### config.mk
export PLATFORM = sky130hd
export DESIGN_NAME = aeu_ram
export DESIGN_NICKNAME = d
export VERILOG_FILES = /design/src/aeu_ram.sv
export SDC_FILE = /design/constraint.sdc
export NUM_CORES = 1
export LEC_CHECK = 0
export BUFFER_PORTS_ARGS = -buffer_cell sky130_fd_sc_hd__buf_2
export CAP_MARGIN = 20
export CORE_ASPECT_RATIO = 0.75
export CORE_MARGIN = 3
export CORE_UTILIZATION = 25
export DETAILED_ROUTE_END_ITERATION = 10
export PLACE_DENSITY = 0.41
export SKIP_CTS_REPAIR_TIMING = 1
export SLEW_MARGIN = 5
export SYNTH_ARGS = -nofsm -noshare
export SYNTH_HDL_FRONTEND = slang
export SYNTH_SLANG_ARGS = --single-unit
### constraint.sdc
create_clock -name clk -period 7.5 [get_ports clk]
set_input_delay 1.5 -clock clk [delete_from_list [all_inputs] [get_ports clk]]
set_output_delay 1.5 -clock clk [all_outputs]
set_load 0.02 [all_outputs]
### src/aeu_ram.sv
module aeu_ram #(
  parameter int WIDTH = 32,
  parameter int DEPTH = 4,
  localparam int ADDR_W = (DEPTH > 1) ? $clog2(DEPTH) : 1
) (
  input  logic              clk,
  input  logic              we,
  input  logic [ADDR_W-1:0] waddr,
  input  logic [WIDTH-1:0]  wdata,
  input  logic [ADDR_W-1:0] raddr,
  output logic [WIDTH-1:0]  rdata
);

  logic [WIDTH-1:0] mem_r [DEPTH];
  logic [WIDTH-1:0] rdata_r;

  always_ff @(posedge clk) begin
    if (we) begin
      mem_r[waddr] <= wdata;
    end
    rdata_r <= mem_r[raddr];
  end

  assign rdata = rdata_r;

endmodule

* After elaboration in Yosys (flattened, before gate mapping)
Memories as Yosys holds them, arrays and structs flattened. A register that Yosys moved wholly into a read port is not among the register bits.
Index checks and enable logic that the tools add are counted.
** Storage, ports and cells
- Register bits :: 0
- RAM bits :: 128
- Output and inout bits :: 32
- Word-level logic and storage cells :: 3
- Memories kept :: 1
** Memories
- mem_r :: words 4, bits a word 32, read ports 1, clocked after memory_dff 1, wr ports 1, RTL line 14 : logic [WIDTH-1:0] mem_r [DEPTH];
** Operators by class
- Muxes and demuxes :: 2
** Operators by type and width (number)
- $mux W1 :: 2

* Longest topological paths before layout
Gate-level depths: netlist of run 1.
- Depth after elaboration :: 2
- Mapped depth :: 3

* Worst setup path before layout of run 1
Ideal clock, no wire load.
- Kind :: input to register
- Start :: input waddr[1]
- End :: memory mem_r[0][0], enable pin
- Library setup time :: 0.468 ns
- Arrival :: 3.903 ns
- Setup slack :: 3.129 ns
- Cell stages on the path :: 1
- Cells stage by stage :: nor3b_1
** RTL lines
- start: declaration :: RTL line 8 : input logic [ADDR_W-1:0] waddr,
- end: declaration :: RTL line 14
No word-level cell before the write port.

* Worst setup path after layout of run 1
- Start :: input raddr[0]
- End :: register rdata_r[0] (netlist: rdata[0]), read port of mem_r
** RTL lines
- start: declaration :: RTL line 10 : input logic [ADDR_W-1:0] raddr,
- end: declaration :: RTL line 15 : logic [WIDTH-1:0] rdata_r;
No word-level cell between the ends.

==> impl_metrics.prom, run 1 <==
# TYPE chip_impl_metric gauge
chip_impl_metric{name="timing.critical_path.slowest_cell_delay",unit="ns"} 0.63
chip_impl_metric{name="die_y",unit="µm"} 132.5
chip_impl_metric{name="syn_area",unit="µm²"} 5330
chip_impl_metric{name="leakagePower",unit="nW"} 2.236
chip_impl_metric{name="grt_start_max_net_pins",unit=""} 33
chip_impl_info{name="cts_tree",value="yes"} 1
chip_impl_info{name="grt_setup_unrepaired",value="false"} 1
chip_impl_metric{name="timing.critical_path.fanout_max",unit=""} 32
chip_impl_metric{name="global_route_wire_length_before_repair",unit="µm"} 15240
chip_impl_info{name="criticalPathCategory",value="primary input to flop"} 1
chip_impl_metric{name="numClockSinks",unit=""} 160
chip_impl_metric{name="core_area",unit="µm²"} 20610
chip_impl_metric{name="h-tree-depth",unit=""} 4
chip_impl_metric{name="worst_ir_drop_vdd",unit="µV"} 154.2
chip_impl_metric{name="drv_cap",unit=""} 0
chip_impl_info{name="critical-path-top-delay-family",value="multiplexers"} 1
chip_impl_metric{name="worstPathBufferInverterCount",unit=""} 2
chip_impl_metric{name="rows",unit=""} 45
chip_impl_info{name="biggest_area_consumer_among_synthesized_cells",value="edfxtp_1"} 1
chip_impl_metric{name="comb_power_share",unit="%"} 5.5
chip_impl_metric{name="drt_first_pass_iters",unit=""} 4
chip_impl_metric{name="die_width",unit="µm"} 174.6
chip_impl_metric{name="clk_transition_reported_paths",unit="ns"} 0.06
chip_impl_metric{name="post_synthesis_cell_count",unit=""} 203
chip_impl_info{name="min_path_type",value="flop to flop"} 1
chip_impl_metric{name="slew_headroom",unit="%"} 36.44
chip_impl_metric{name="flip_flop_and_latch_count_after_synthesis",unit=""} 160
chip_impl_metric{name="antenna-diode-count",unit=""} 0
chip_impl_metric{name="initial_antenna_violation_count",unit=""} 3
chip_impl_metric{name="fmax",unit="GHz"} 0.4005
chip_impl_metric{name="final.setup.tns",unit="ns"} 0
chip_impl_metric{name="top_level_ports",unit=""} 70
chip_impl_metric{name="final_hold_viol_count",unit=""} 0
chip_impl_metric{name="die_area",unit="µm²"} 23130
chip_impl_metric{name="dp_hpwl",unit="µm"} 5509
chip_impl_metric{name="vias_in_the_first_global_route",unit=""} 2504
chip_impl_metric{name="p_switching",unit="mW"} 0.4009
chip_impl_metric{name="setup-violations-final",unit=""} 0
chip_impl_metric{name="design.final.nets",unit=""} 324
chip_impl_metric{name="drt-wirelength-per-cell",unit="µm"} 16.97
chip_impl_metric{name="post_synth_num_cell_types",unit=""} 10
chip_impl_metric{name="drc_violation_total_after_the_first_tritonroute_iteration",unit=""} 136
chip_impl_info{name="setup.worst_path.end_class",value="flop"} 1
chip_impl_metric{name="clock_power_share",unit="%"} 42.5
chip_impl_metric{name="postSynthNetCount",unit=""} 241
chip_impl_metric{name="finalWirelength",unit="µm"} 9861
chip_impl_metric{name="worst_slew_pin_slew",unit="ns"} 0.9533
chip_impl_metric{name="critical_path_arrival",unit="ns"} 2.78
chip_impl_metric{name="route.detailed.drc",unit=""} 0
chip_impl_metric{name="finalCriticalPeriod",unit="ns"} 2.497
chip_impl_metric{name="gr-total-overflow",unit=""} 0
chip_impl_metric{name="power.density",unit="nW/µm²"} 301.7
chip_impl_metric{name="synth_largest_type_area_fraction",unit="%"} 72.11
chip_impl_metric{name="final.setup_skew",unit="ns"} 0.005363
chip_impl_info{name="crit_path_top_delay_cell",value="mux4_1"} 1
chip_impl_metric{name="power",unit="mW"} 1.974
chip_impl_metric{name="final_standard_cell_utilization_of_the_core",unit="%"} 31.75
chip_impl_info{name="cell_chosen_for_the_clock_root",value="clkbuf_16"} 1
chip_impl_metric{name="timing.final.crit_share",unit="%"} 33.29
chip_impl_metric{name="groute.usage.overall",unit="%"} 9.146
chip_impl_metric{name="power.share.sequential",unit="%"} 52.0
chip_impl_metric{name="areaGrowthSynthToFinish",unit="%"} 22.75
chip_impl_metric{name="worst_skew_pair.late_latency",unit="ns"} 0.41
chip_impl_metric{name="seq_area_frac_synth",unit="%"} 84.13
chip_impl_metric{name="fraction_of_final_layout_cells_with_drive_strength_greater_than_1",unit="%"} 44.15
chip_impl_metric{name="number_of_i_o_port_buffers",unit=""} 69
chip_impl_metric{name="synthesis.area_per_instance",unit="µm²"} 26.26
chip_impl_metric{name="fillers",unit=""} 2006
chip_impl_metric{name="timing_max_transition_violations_final",unit=""} 0
chip_impl_metric{name="vias_per_cell",unit=""} 3.867
chip_impl_metric{name="start_util",unit="%"} 25.87
chip_impl_metric{name="clockBufferDepth",unit=""} 2
chip_impl_info{name="run_status",value="finished, final reports clean"} 1
chip_impl_metric{name="cell_internal_power",unit="mW"} 1.573
chip_impl_metric{name="numCtsBuffers",unit=""} 17
chip_impl_info{name="nature_of_the_critical_path_startpoint",value="primary input"} 1
chip_impl_info{name="timing.critical_path.cells",value="buf_2, buf_4, mux4_1"} 1
chip_impl_metric{name="power.share.switching",unit="%"} 20.31
chip_impl_metric{name="cp.required",unit="ns"} 7.78
chip_impl_metric{name="route.vias.total",unit=""} 2247
chip_impl_metric{name="gp_routability_congestion",unit=""} 0.6256
chip_impl_metric{name="final_antenna_net_count",unit=""} 0
chip_impl_info{name="synthTopCellsByArea",value="edfxtp_1, mux4_2, dfxtp_1"} 1
chip_impl_metric{name="synth-warning-count",unit=""} 0
[per-stage QoR]
step | setup slack, ns | hold WS [ns] | area [µm²] | instances
global placement | 4.543 | 0.5227 | 5966 | 549
global route | 4.886 | 0.5588 | 6543 | 581
finish | 5.003 | 0.5444 | 6543 | 581
floorplan | 3.129 | 0.5157 | 5330 | 203
CTS | 4.955 | 0.5552 | 6543 | 581
detailed placement | 4.508 | 0.5413 | 5966 | 549
[per-layer routing]
metal	vias up	wire [µm]	GRT usage [%]	share of wire (%)
li1	1016	-	-	-
met1	1160	4632	12.19	47
met2	53	4452	13.01	45
met3	12	631	4.475	6.4
met4	6	114	3.189	1.2
met5	-	30	0	0.30
[placed cells by master, fill, tap and decap left out, types with 3 or more instances in the layout]
master / count
dfxtp_1: 32
mux4_2: 30
clkinv_1: 4
edfxtp_1: 128
buf_2: 69
clkbuf_16: 17
bufinv_16: 3
clkinvlp_4: 3
clkinv_2: 4
[path summary, 6_finish.rpt]
path / cells past startpoint / from / slack [ns] / endpoint
setup / recovery: 3 / raddr[0] / 5.00 / rdata[0]
hold / removal: 1 / mem_r[0][31] / 0.54 / rdata[31]
setup reg to reg: 1 / mem_r[3][1] / 6.52 / rdata[1]
hold reg to reg: 1 / mem_r[0][31] / 0.54 / rdata[31]
[sequential cells by signal, indices dropped and copies added (netlist names)]
name   flops
rdata     32
mem_r    128
[cells by family after synthesis]
| group | Yosys count | share of synthesized area (%) |
|---|---|---|
| and+or+nand+nor | 4 | 0.5870 |
| muxes | 32 | 13.66 |
| DFF | 160 | 84.13 |
| buffers and inverters | 7 | 1.620 |
[cell usage after synthesis]
cell      count
mux4_1        2
buf_2         3
edfxtp_1    128
and3_1        1
buf_6         1
dfxtp_1      32
and3b_1       2
nor3b_1       1
buf_12        3
mux4_2       30
[power groups by stage]
stage               combinational (mW)  sequential, mW  clock (mW)
global route                     0.118            1.03       0.908
detailed placement               0.112            1.05           0
CTS                              0.113            1.03       0.865
finish                           0.108            1.03       0.840
global placement                 0.110            1.05           0
floorplan                       0.0457            1.06           0
[area by class of cell]
| class | instances | area [µm²] | share of cell area [%] |
|---|---|---|---|
| Multi-Input combinational cell | 36 | 768.2 | 11.74 |
| Tap cell | 282 | 352.8 | 5.393 |
| Clock buffer | 18 | 429.2 | 6.560 |
| Clock inverter | 14 | 147.6 | 2.257 |
| Sequential cell | 160 | 4484 | 68.54 |
| Timing Repair Buffer | 71 | 360.3 | 5.508 |
Note: power is estimated with default switching activity, not from simulation.
==> inputs of run 2 (changes only) <==
Settings changed: ABC_AREA set to 1.
Clock period 7.5 ns to 2.6 ns, I/O delays scaled along.
==> impl_metrics.prom, run 2 <==
# TYPE chip_impl_metric gauge
chip_impl_info{name="run_status",value="finished, final reports clean"} 1
chip_impl_info{name="min_path_type",value="primary input to flop"} 1
chip_impl_metric{name="power.share.switching",unit="%"} 23.69
chip_impl_metric{name="drt-wirelength-per-cell",unit="µm"} 13.72
chip_impl_info{name="mostFrequentLayoutCells",value="nand2_1, inv_1, edfxtp_1, buf_2, nand3_1"} 1
chip_impl_metric{name="post_synthesis_cell_count",unit=""} 541
chip_impl_info{name="criticalPathCategory",value="flop to output port"} 1
chip_impl_metric{name="numClockSinks",unit=""} 160
chip_impl_metric{name="finalWirelength",unit="µm"} 12760
chip_impl_metric{name="fmax",unit="GHz"} 0.6806
chip_impl_metric{name="rows",unit=""} 48
chip_impl_info{name="synthTopCellsByArea",value="edfxtp_1, dfxtp_1, nand2_1"} 1
chip_impl_metric{name="route.detailed.drc",unit=""} 0
chip_impl_metric{name="worstPathBufferInverterCount",unit=""} 1
chip_impl_info{name="yosys.cell_count.top_type",value="nand2_1"} 1
chip_impl_metric{name="comb_power_share",unit="%"} 7.0
chip_impl_metric{name="timing.critical_path.fanout_max",unit=""} 1
chip_impl_metric{name="die_width",unit="µm"} 186.1
chip_impl_metric{name="numCtsBuffers",unit=""} 17
chip_impl_info{name="biggest_area_consumer_among_synthesized_cells",value="edfxtp_1"} 1
chip_impl_metric{name="final_antenna_net_count",unit=""} 0
chip_impl_metric{name="setup-violations-final",unit=""} 0
chip_impl_metric{name="r2r_slack",unit="ns"} 1.78
chip_impl_metric{name="p_switching",unit="mW"} 1.356
chip_impl_metric{name="final_standard_cell_utilization_of_the_core",unit="%"} 31.21
chip_impl_metric{name="die_area",unit="µm²"} 26240
chip_impl_metric{name="synth_largest_type_area_fraction",unit="%"} 63.24
chip_impl_metric{name="fraction_of_final_layout_cells_with_drive_strength_greater_than_1",unit="%"} 17.78
chip_impl_info{name="grt_setup_unrepaired",value="false"} 1
chip_impl_metric{name="placedCellCount",unit=""} 898
chip_impl_metric{name="ys_async_sr_fraction",unit="%"} 0
chip_impl_metric{name="dp_hpwl",unit="µm"} 7229
chip_impl_metric{name="syn_area",unit="µm²"} 6078
chip_impl_metric{name="power.share.sequential",unit="%"} 51.6
chip_impl_metric{name="critical_path_arrival",unit="ns"} 0.95
chip_impl_metric{name="worst_ir_drop_vdd",unit="µV"} 473.1
chip_impl_metric{name="grt_start_max_net_pins",unit=""} 51
chip_impl_metric{name="gr-total-overflow",unit=""} 0
chip_impl_metric{name="gp_routability_congestion",unit=""} 0.7003
chip_impl_metric{name="seq_area_frac_synth",unit="%"} 73.78
chip_impl_metric{name="design.final.nets",unit=""} 655
chip_impl_metric{name="number_of_i_o_port_buffers",unit=""} 69
chip_impl_metric{name="cell_internal_power",unit="mW"} 4.368
chip_impl_metric{name="route.vias.total",unit=""} 3600
chip_impl_info{name="timing.rr.end",value="rdata[14]"} 1
chip_impl_metric{name="initial_antenna_violation_count",unit=""} 0
chip_impl_metric{name="finalNonFillerCells",unit=""} 930
chip_impl_metric{name="core_area",unit="µm²"} 23420
chip_impl_metric{name="worst_slew_pin_slew",unit="ns"} 0.5651
chip_impl_metric{name="placed_area",unit="µm²"} 6750
chip_impl_info{name="crit_path_start",value="rdata[13]"} 1
chip_impl_metric{name="power.density",unit="nW/µm²"} 783.2
chip_impl_info{name="critical-path-top-delay-family",value="flip-flops"} 1
chip_impl_info{name="destination_of_the_critical_timing_path",value="rdata[13]"} 1
chip_impl_info{name="top_register",value="mem_r"} 1
chip_impl_metric{name="final.setup_skew",unit="ns"} 0.009006
chip_impl_metric{name="timing.critical_path.slowest_cell_delay",unit="ns"} 0.36
chip_impl_metric{name="clockBufferDepth",unit=""} 2
chip_impl_metric{name="synth-warning-count",unit=""} 0
chip_impl_metric{name="worst_skew_pair.late_latency",unit="ns"} 0.42
chip_impl_metric{name="postSynthNetCount",unit=""} 579
chip_impl_metric{name="largest_register_ffs",unit=""} 128
chip_impl_metric{name="areaGrowthSynthToFinish",unit="%"} 20.26
chip_impl_metric{name="synthesis.area_per_instance",unit="µm²"} 11.24
chip_impl_metric{name="vias_per_cell",unit=""} 3.871
chip_impl_metric{name="clock_power_share",unit="%"} 41.4
chip_impl_metric{name="top_level_ports",unit=""} 70
chip_impl_metric{name="vias_in_the_first_global_route",unit=""} 3411
chip_impl_metric{name="antenna-diode-count",unit=""} 0
chip_impl_metric{name="reg2regPathDepth",unit=""} 4
chip_impl_metric{name="timing.final.crit_share",unit="%"} 56.51
chip_impl_metric{name="drc_violation_total_after_the_first_tritonroute_iteration",unit=""} 187
chip_impl_metric{name="power",unit="mW"} 5.725
chip_impl_info{name="timing.critical_path.cells",value="buf_2"} 1
chip_impl_info{name="cell_chosen_for_the_clock_root",value="clkbuf_16"} 1
chip_impl_metric{name="critical_path_depth",unit=""} 1
chip_impl_info{name="dominantRegCellSynth",value="edfxtp_1"} 1
chip_impl_metric{name="post_synth_num_cell_types",unit=""} 10
chip_impl_info{name="synth.cells.most_frequent",value="nand2_1, inv_1, edfxtp_1, nand3_1, dfxtp_1"} 1
chip_impl_metric{name="postLayoutCellArea",unit="µm²"} 7310
chip_impl_metric{name="global_route_wire_length_before_repair",unit="µm"} 19690
chip_impl_metric{name="drt_first_pass_iters",unit=""} 4
chip_impl_metric{name="h-tree-depth",unit=""} 4
chip_impl_metric{name="final_hold_viol_count",unit=""} 0
chip_impl_info{name="cts_tree",value="yes"} 1
chip_impl_metric{name="synth-edff-count",unit=""} 128
chip_impl_metric{name="drv_cap",unit=""} 0
chip_impl_metric{name="timing_max_transition_violations_final",unit=""} 0
chip_impl_info{name="worstReg2RegStart",value="mem_r[3][14]"} 1
chip_impl_metric{name="finalCriticalPeriod",unit="ns"} 1.469
chip_impl_metric{name="flip_flop_and_latch_count_after_synthesis",unit=""} 160
chip_impl_metric{name="start_util",unit="%"} 25.95
chip_impl_info{name="setup.worst_path.end_class",value="output port"} 1
chip_impl_metric{name="clk_transition_reported_paths",unit="ns"} 0.07
chip_impl_metric{name="leakagePower",unit="nW"} 3.287
chip_impl_metric{name="cp.required",unit="ns"} 2.08
chip_impl_metric{name="slew_headroom",unit="%"} 62.32
chip_impl_metric{name="groute.usage.overall",unit="%"} 10.13
chip_impl_metric{name="hold-worst-slack",unit="ns"} 0.3181
chip_impl_metric{name="die_y",unit="µm"} 141.0
chip_impl_info{name="nature_of_the_critical_path_startpoint",value="flop"} 1
chip_impl_info{name="final_common_cell",value="nand2_1"} 1
chip_impl_info{name="crit_path_top_delay_cell",value="dfxtp_1"} 1
run 2: through the flow:
step | setup WS, ns | setup TNS (ns)
after floorplan | -0.6610 | -42.16
after global placement | 0.7045 | 0
after detailed placement | 0.6829 | 0
after CTS | 1.097 | 0
after global routing | 1.019 | 0
final | 1.131 | 0
run 2: layer usage:
metal	share of wire, %	vias to the layer above	routed length, µm	track usage [%]
li1	-	1837	-	-
met2	49	52	6215	16.95
met4	0.94	0	120	3.173
met1	46	1695	5933	12.85
met5	0	-	0	0
met3	3.8	16	491	2.657
run 2: power by group through the flow:
stage	clock, mW	sequential (mW)	combinational (mW)
floorplan	0	3.07	0.188
global placement	0	3.01	0.406
detailed placement	0	3.01	0.411
CTS	2.45	2.96	0.412
global route	2.57	2.97	0.451
finish	2.37	2.96	0.400
run 2: how the worst min path moves through the flow:
stage	startpoint	endpoint	slack, ns	cells past startpoint
3_3_place_gp	mem_r[0][24]	rdata[24]	0.51	4
5_1_grt	wdata[21]	mem_r[1][21]	0.30	1
6_report	wdata[21]	mem_r[1][21]	0.32	1
3_5_place_dp	mem_r[0][18]	rdata[18]	0.53	4
2_1_floorplan	mem_r[0][29]	rdata[29]	0.50	4
4_1_cts	wdata[28]	mem_r[0][28]	0.29	1
run 2: final cells by class:
class,count,area [µm²]
multi-input cells,228,973.4
flip-flops and latches,160,4484
fillers,2347,16110
well taps,300,375.4
repair buffers,77,417.9
clock inverters,15,133.9
clock buffers,17,425.4
inverters,133,499.2
run 2: cell families after synthesis:
logic type | count (synthesis) | synth area share (%)
flops | 160 | 73.78
simple gates | 228 | 15.48
buf+inv | 153 | 10.75
==> inputs of run 3 (changes only) <==
Settings changed: ABC_AREA 1 to 0, PLACE_DENSITY 0.41 to 0.42.
Clock period 2.6 ns to 1.2 ns, I/O delays scaled along.
==> impl_metrics.prom, run 3 (synthesis results as in run 1) <==
# TYPE chip_impl_metric gauge
chip_impl_metric{name="numCtsBuffers",unit=""} 17
chip_impl_metric{name="vias_in_the_first_global_route",unit=""} 2580
chip_impl_metric{name="worst_skew_pair.late_latency",unit="ns"} 0.42
chip_impl_metric{name="global_route_wire_length_before_repair",unit="µm"} 15610
chip_impl_metric{name="vias_per_cell",unit=""} 3.926
chip_impl_metric{name="worst_slew_pin_slew",unit="ns"} 0.2288
chip_impl_metric{name="top_level_ports",unit=""} 70
chip_impl_metric{name="placed_area",unit="µm²"} 6242
chip_impl_metric{name="design.final.nets",unit=""} 340
chip_impl_metric{name="core_area",unit="µm²"} 20610
chip_impl_info{name="timing.rr.end",value="rdata[0]"} 1
chip_impl_info{name="setup.worst_path.end_class",value="output port"} 1
chip_impl_info{name="worstReg2RegStart",value="mem_r[0][0]"} 1
chip_impl_metric{name="grt_start_max_net_pins",unit=""} 23
chip_impl_metric{name="h-tree-depth",unit=""} 4
chip_impl_metric{name="start_util",unit="%"} 25.87
chip_impl_info{name="final_common_cell",value="edfxtp_1"} 1
chip_impl_info{name="nature_of_the_critical_path_startpoint",value="flop"} 1
chip_impl_metric{name="final_standard_cell_utilization_of_the_core",unit="%"} 33.02
chip_impl_metric{name="final_hold_viol_count",unit=""} 0
chip_impl_metric{name="areaGrowthSynthToFinish",unit="%"} 27.65
chip_impl_metric{name="groute.usage.overall",unit="%"} 9.281
chip_impl_metric{name="reg2regPathDepth",unit=""} 1
chip_impl_metric{name="fmax",unit="GHz"} 0.8615
chip_impl_metric{name="cp.required",unit="ns"} 0.96
chip_impl_metric{name="timing_max_transition_violations_final",unit=""} 0
chip_impl_metric{name="numClockSinks",unit=""} 160
chip_impl_metric{name="clockBufferDepth",unit=""} 2
chip_impl_metric{name="number_of_i_o_port_buffers",unit=""} 69
chip_impl_metric{name="clk_transition_reported_paths",unit="ns"} 0.07
chip_impl_metric{name="critical_path_arrival",unit="ns"} 0.92
chip_impl_metric{name="drc_violation_total_after_the_first_tritonroute_iteration",unit=""} 146
chip_impl_info{name="criticalPathCategory",value="flop to output port"} 1
chip_impl_metric{name="min_delay_path_depth",unit=""} 1
chip_impl_metric{name="r2r_slack",unit="ns"} 0.22
chip_impl_metric{name="final.setup_skew",unit="ns"} 0.008813
chip_impl_metric{name="finalWirelength",unit="µm"} 10290
chip_impl_metric{name="dp_hpwl",unit="µm"} 6452
chip_impl_metric{name="gr-total-overflow",unit=""} 0
chip_impl_metric{name="timing.critical_path.slowest_cell_delay",unit="ns"} 0.34
chip_impl_metric{name="timing.final.crit_share",unit="%"} 96.73
chip_impl_info{name="run_status",value="finished, final reports clean"} 1
chip_impl_info{name="cts_tree",value="yes"} 1
chip_impl_metric{name="die_y",unit="µm"} 132.5
chip_impl_metric{name="route.detailed.drc",unit=""} 0
chip_impl_metric{name="finalCriticalPeriod",unit="ns"} 1.161
chip_impl_metric{name="slew_headroom",unit="%"} 84.73
chip_impl_metric{name="setup-violations-final",unit=""} 0
chip_impl_info{name="worstHoldStart",value="wdata[22]"} 1
chip_impl_info{name="critical-path-top-delay-family",value="flip-flops"} 1
chip_impl_metric{name="initial_antenna_violation_count",unit=""} 2
chip_impl_metric{name="postLayoutCellArea",unit="µm²"} 6804
chip_impl_metric{name="layout.area.seq",unit="µm²"} 4484
chip_impl_metric{name="worst_ir_drop_vdd",unit="µV"} 715.2
chip_impl_metric{name="drt-wirelength-per-cell",unit="µm"} 17.20
chip_impl_info{name="cell_chosen_for_the_clock_root",value="clkbuf_16"} 1
chip_impl_metric{name="power.density",unit="nW/µm²"} 1795
chip_impl_info{name="top_register",value="mem_r"} 1
chip_impl_metric{name="worstPathBufferInverterCount",unit=""} 1
chip_impl_metric{name="rows",unit=""} 45
chip_impl_info{name="crit_path_top_delay_cell",value="dfxtp_1"} 1
chip_impl_metric{name="timing.critical_path.fanout_max",unit=""} 1
chip_impl_metric{name="route.vias.total",unit=""} 2348
chip_impl_metric{name="fillers",unit=""} 1987
chip_impl_info{name="mostFrequentLayoutCells",value="edfxtp_1, buf_2, dfxtp_1, mux4_2, clkbuf_16"} 1
chip_impl_info{name="min_path_type",value="primary input to flop"} 1
chip_impl_info{name="timing.critical_path.cells",value="buf_2"} 1
chip_impl_metric{name="leakagePower",unit="nW"} 2.363
chip_impl_metric{name="largest_register_ffs",unit=""} 128
chip_impl_metric{name="gp_routability_congestion",unit=""} 0.6585
chip_impl_info{name="grt_setup_unrepaired",value="false"} 1
chip_impl_info{name="min_delay_worst_endpoint",value="mem_r[3][22]"} 1
chip_impl_metric{name="multi_input_area",unit="µm²"} 774.5
chip_impl_metric{name="die_width",unit="µm"} 174.6
chip_impl_metric{name="fraction_of_final_layout_cells_with_drive_strength_greater_than_1",unit="%"} 48.57
chip_impl_metric{name="drt_first_pass_iters",unit=""} 4
chip_impl_metric{name="drv_cap",unit=""} 0
chip_impl_metric{name="die_area",unit="µm²"} 23130
chip_impl_metric{name="final_antenna_net_count",unit=""} 0
-- run 3: cell types whose count changed in the layout (fill, tap and decap cells not counted), sizes merged --
cell / previous run / this run
clkinvlp: 4 / 2
bufinv: 1 / 0
mux4: 0 / 32
and3b: 0 / 2
nor3: 4 / 0
buf: 77 / 87
nand3: 64 / 0
nor3b: 0 / 1
and3: 0 / 1
inv: 138 / 8
nand2: 160 / 0
diode: 0 / 1
-- run 3: layout make-up --
type	instances	area share, %
Sequential cell	160	65.91
Tap cell	282	5.186
Clock inverter	15	1.857
Clock buffer	17	6.252
Multi-Input combinational cell	36	11.38
Antenna cell	1	0.03678
Timing Repair Buffer	87	9.378
-- run 3: worst max-delay path by stage --
stage / from / end / slack [ns] / cells after the start
after floorplan: waddr[1] / mem_r[0][0] / -0.33 / 1
after global placement: raddr[0] / rdata[0] / -0.11 / 3
after detailed placement: raddr[0] / rdata[0] / -0.12 / 3
after CTS: rdata[0] / rdata[0] / -0.008 / 1
after global routing: rdata[9] / rdata[9] / 0.001 / 1
final: rdata[29] / rdata[29] / 0.04 / 1
-- run 3: layer usage --
layer / global-route usage (%) / vias to the layer above / share of wire (%) / wire length (µm)
li1: - / 1058 / - / -
met1: 12.18 / 1213 / 46 / 4772
met2: 14.16 / 60 / 47 / 4832
met3: 3.242 / 13 / 5.3 / 544
met4: 3.720 / 4 / 1.1 / 108
met5: 0 / - / 0.26 / 27
-- run 3: power by group --
part,switching [mW],internal [mW]
registers,0.0801,6.32
logic,0.420,0.358
clock network,2.32,2.72
-- run 3: metrics by stage --
| step | power [mW] | setup WS (ns) | hold WS, ns | setup TNS, ns | std cells |
|---|---|---|---|---|---|
| 2_1_floorplan | 6.928 | -0.3306 | 0.3389 | -10.58 | 203 |
| 3_3_place_gp | 7.306 | -0.1071 | 0.4536 | -2.383 | 565 |
| 3_5_place_dp | 7.322 | -0.1219 | 0.4580 | -3.079 | 565 |
| 4_1_cts | 12.44 | -0.008316 | 0.01334 | -0.008316 | 597 |
| 5_1_grt | 12.73 | 0.001223 | 0.01906 | 0 | 597 |
| 6_report | 12.21 | 0.03920 | 0.03510 | 0 | 598 |
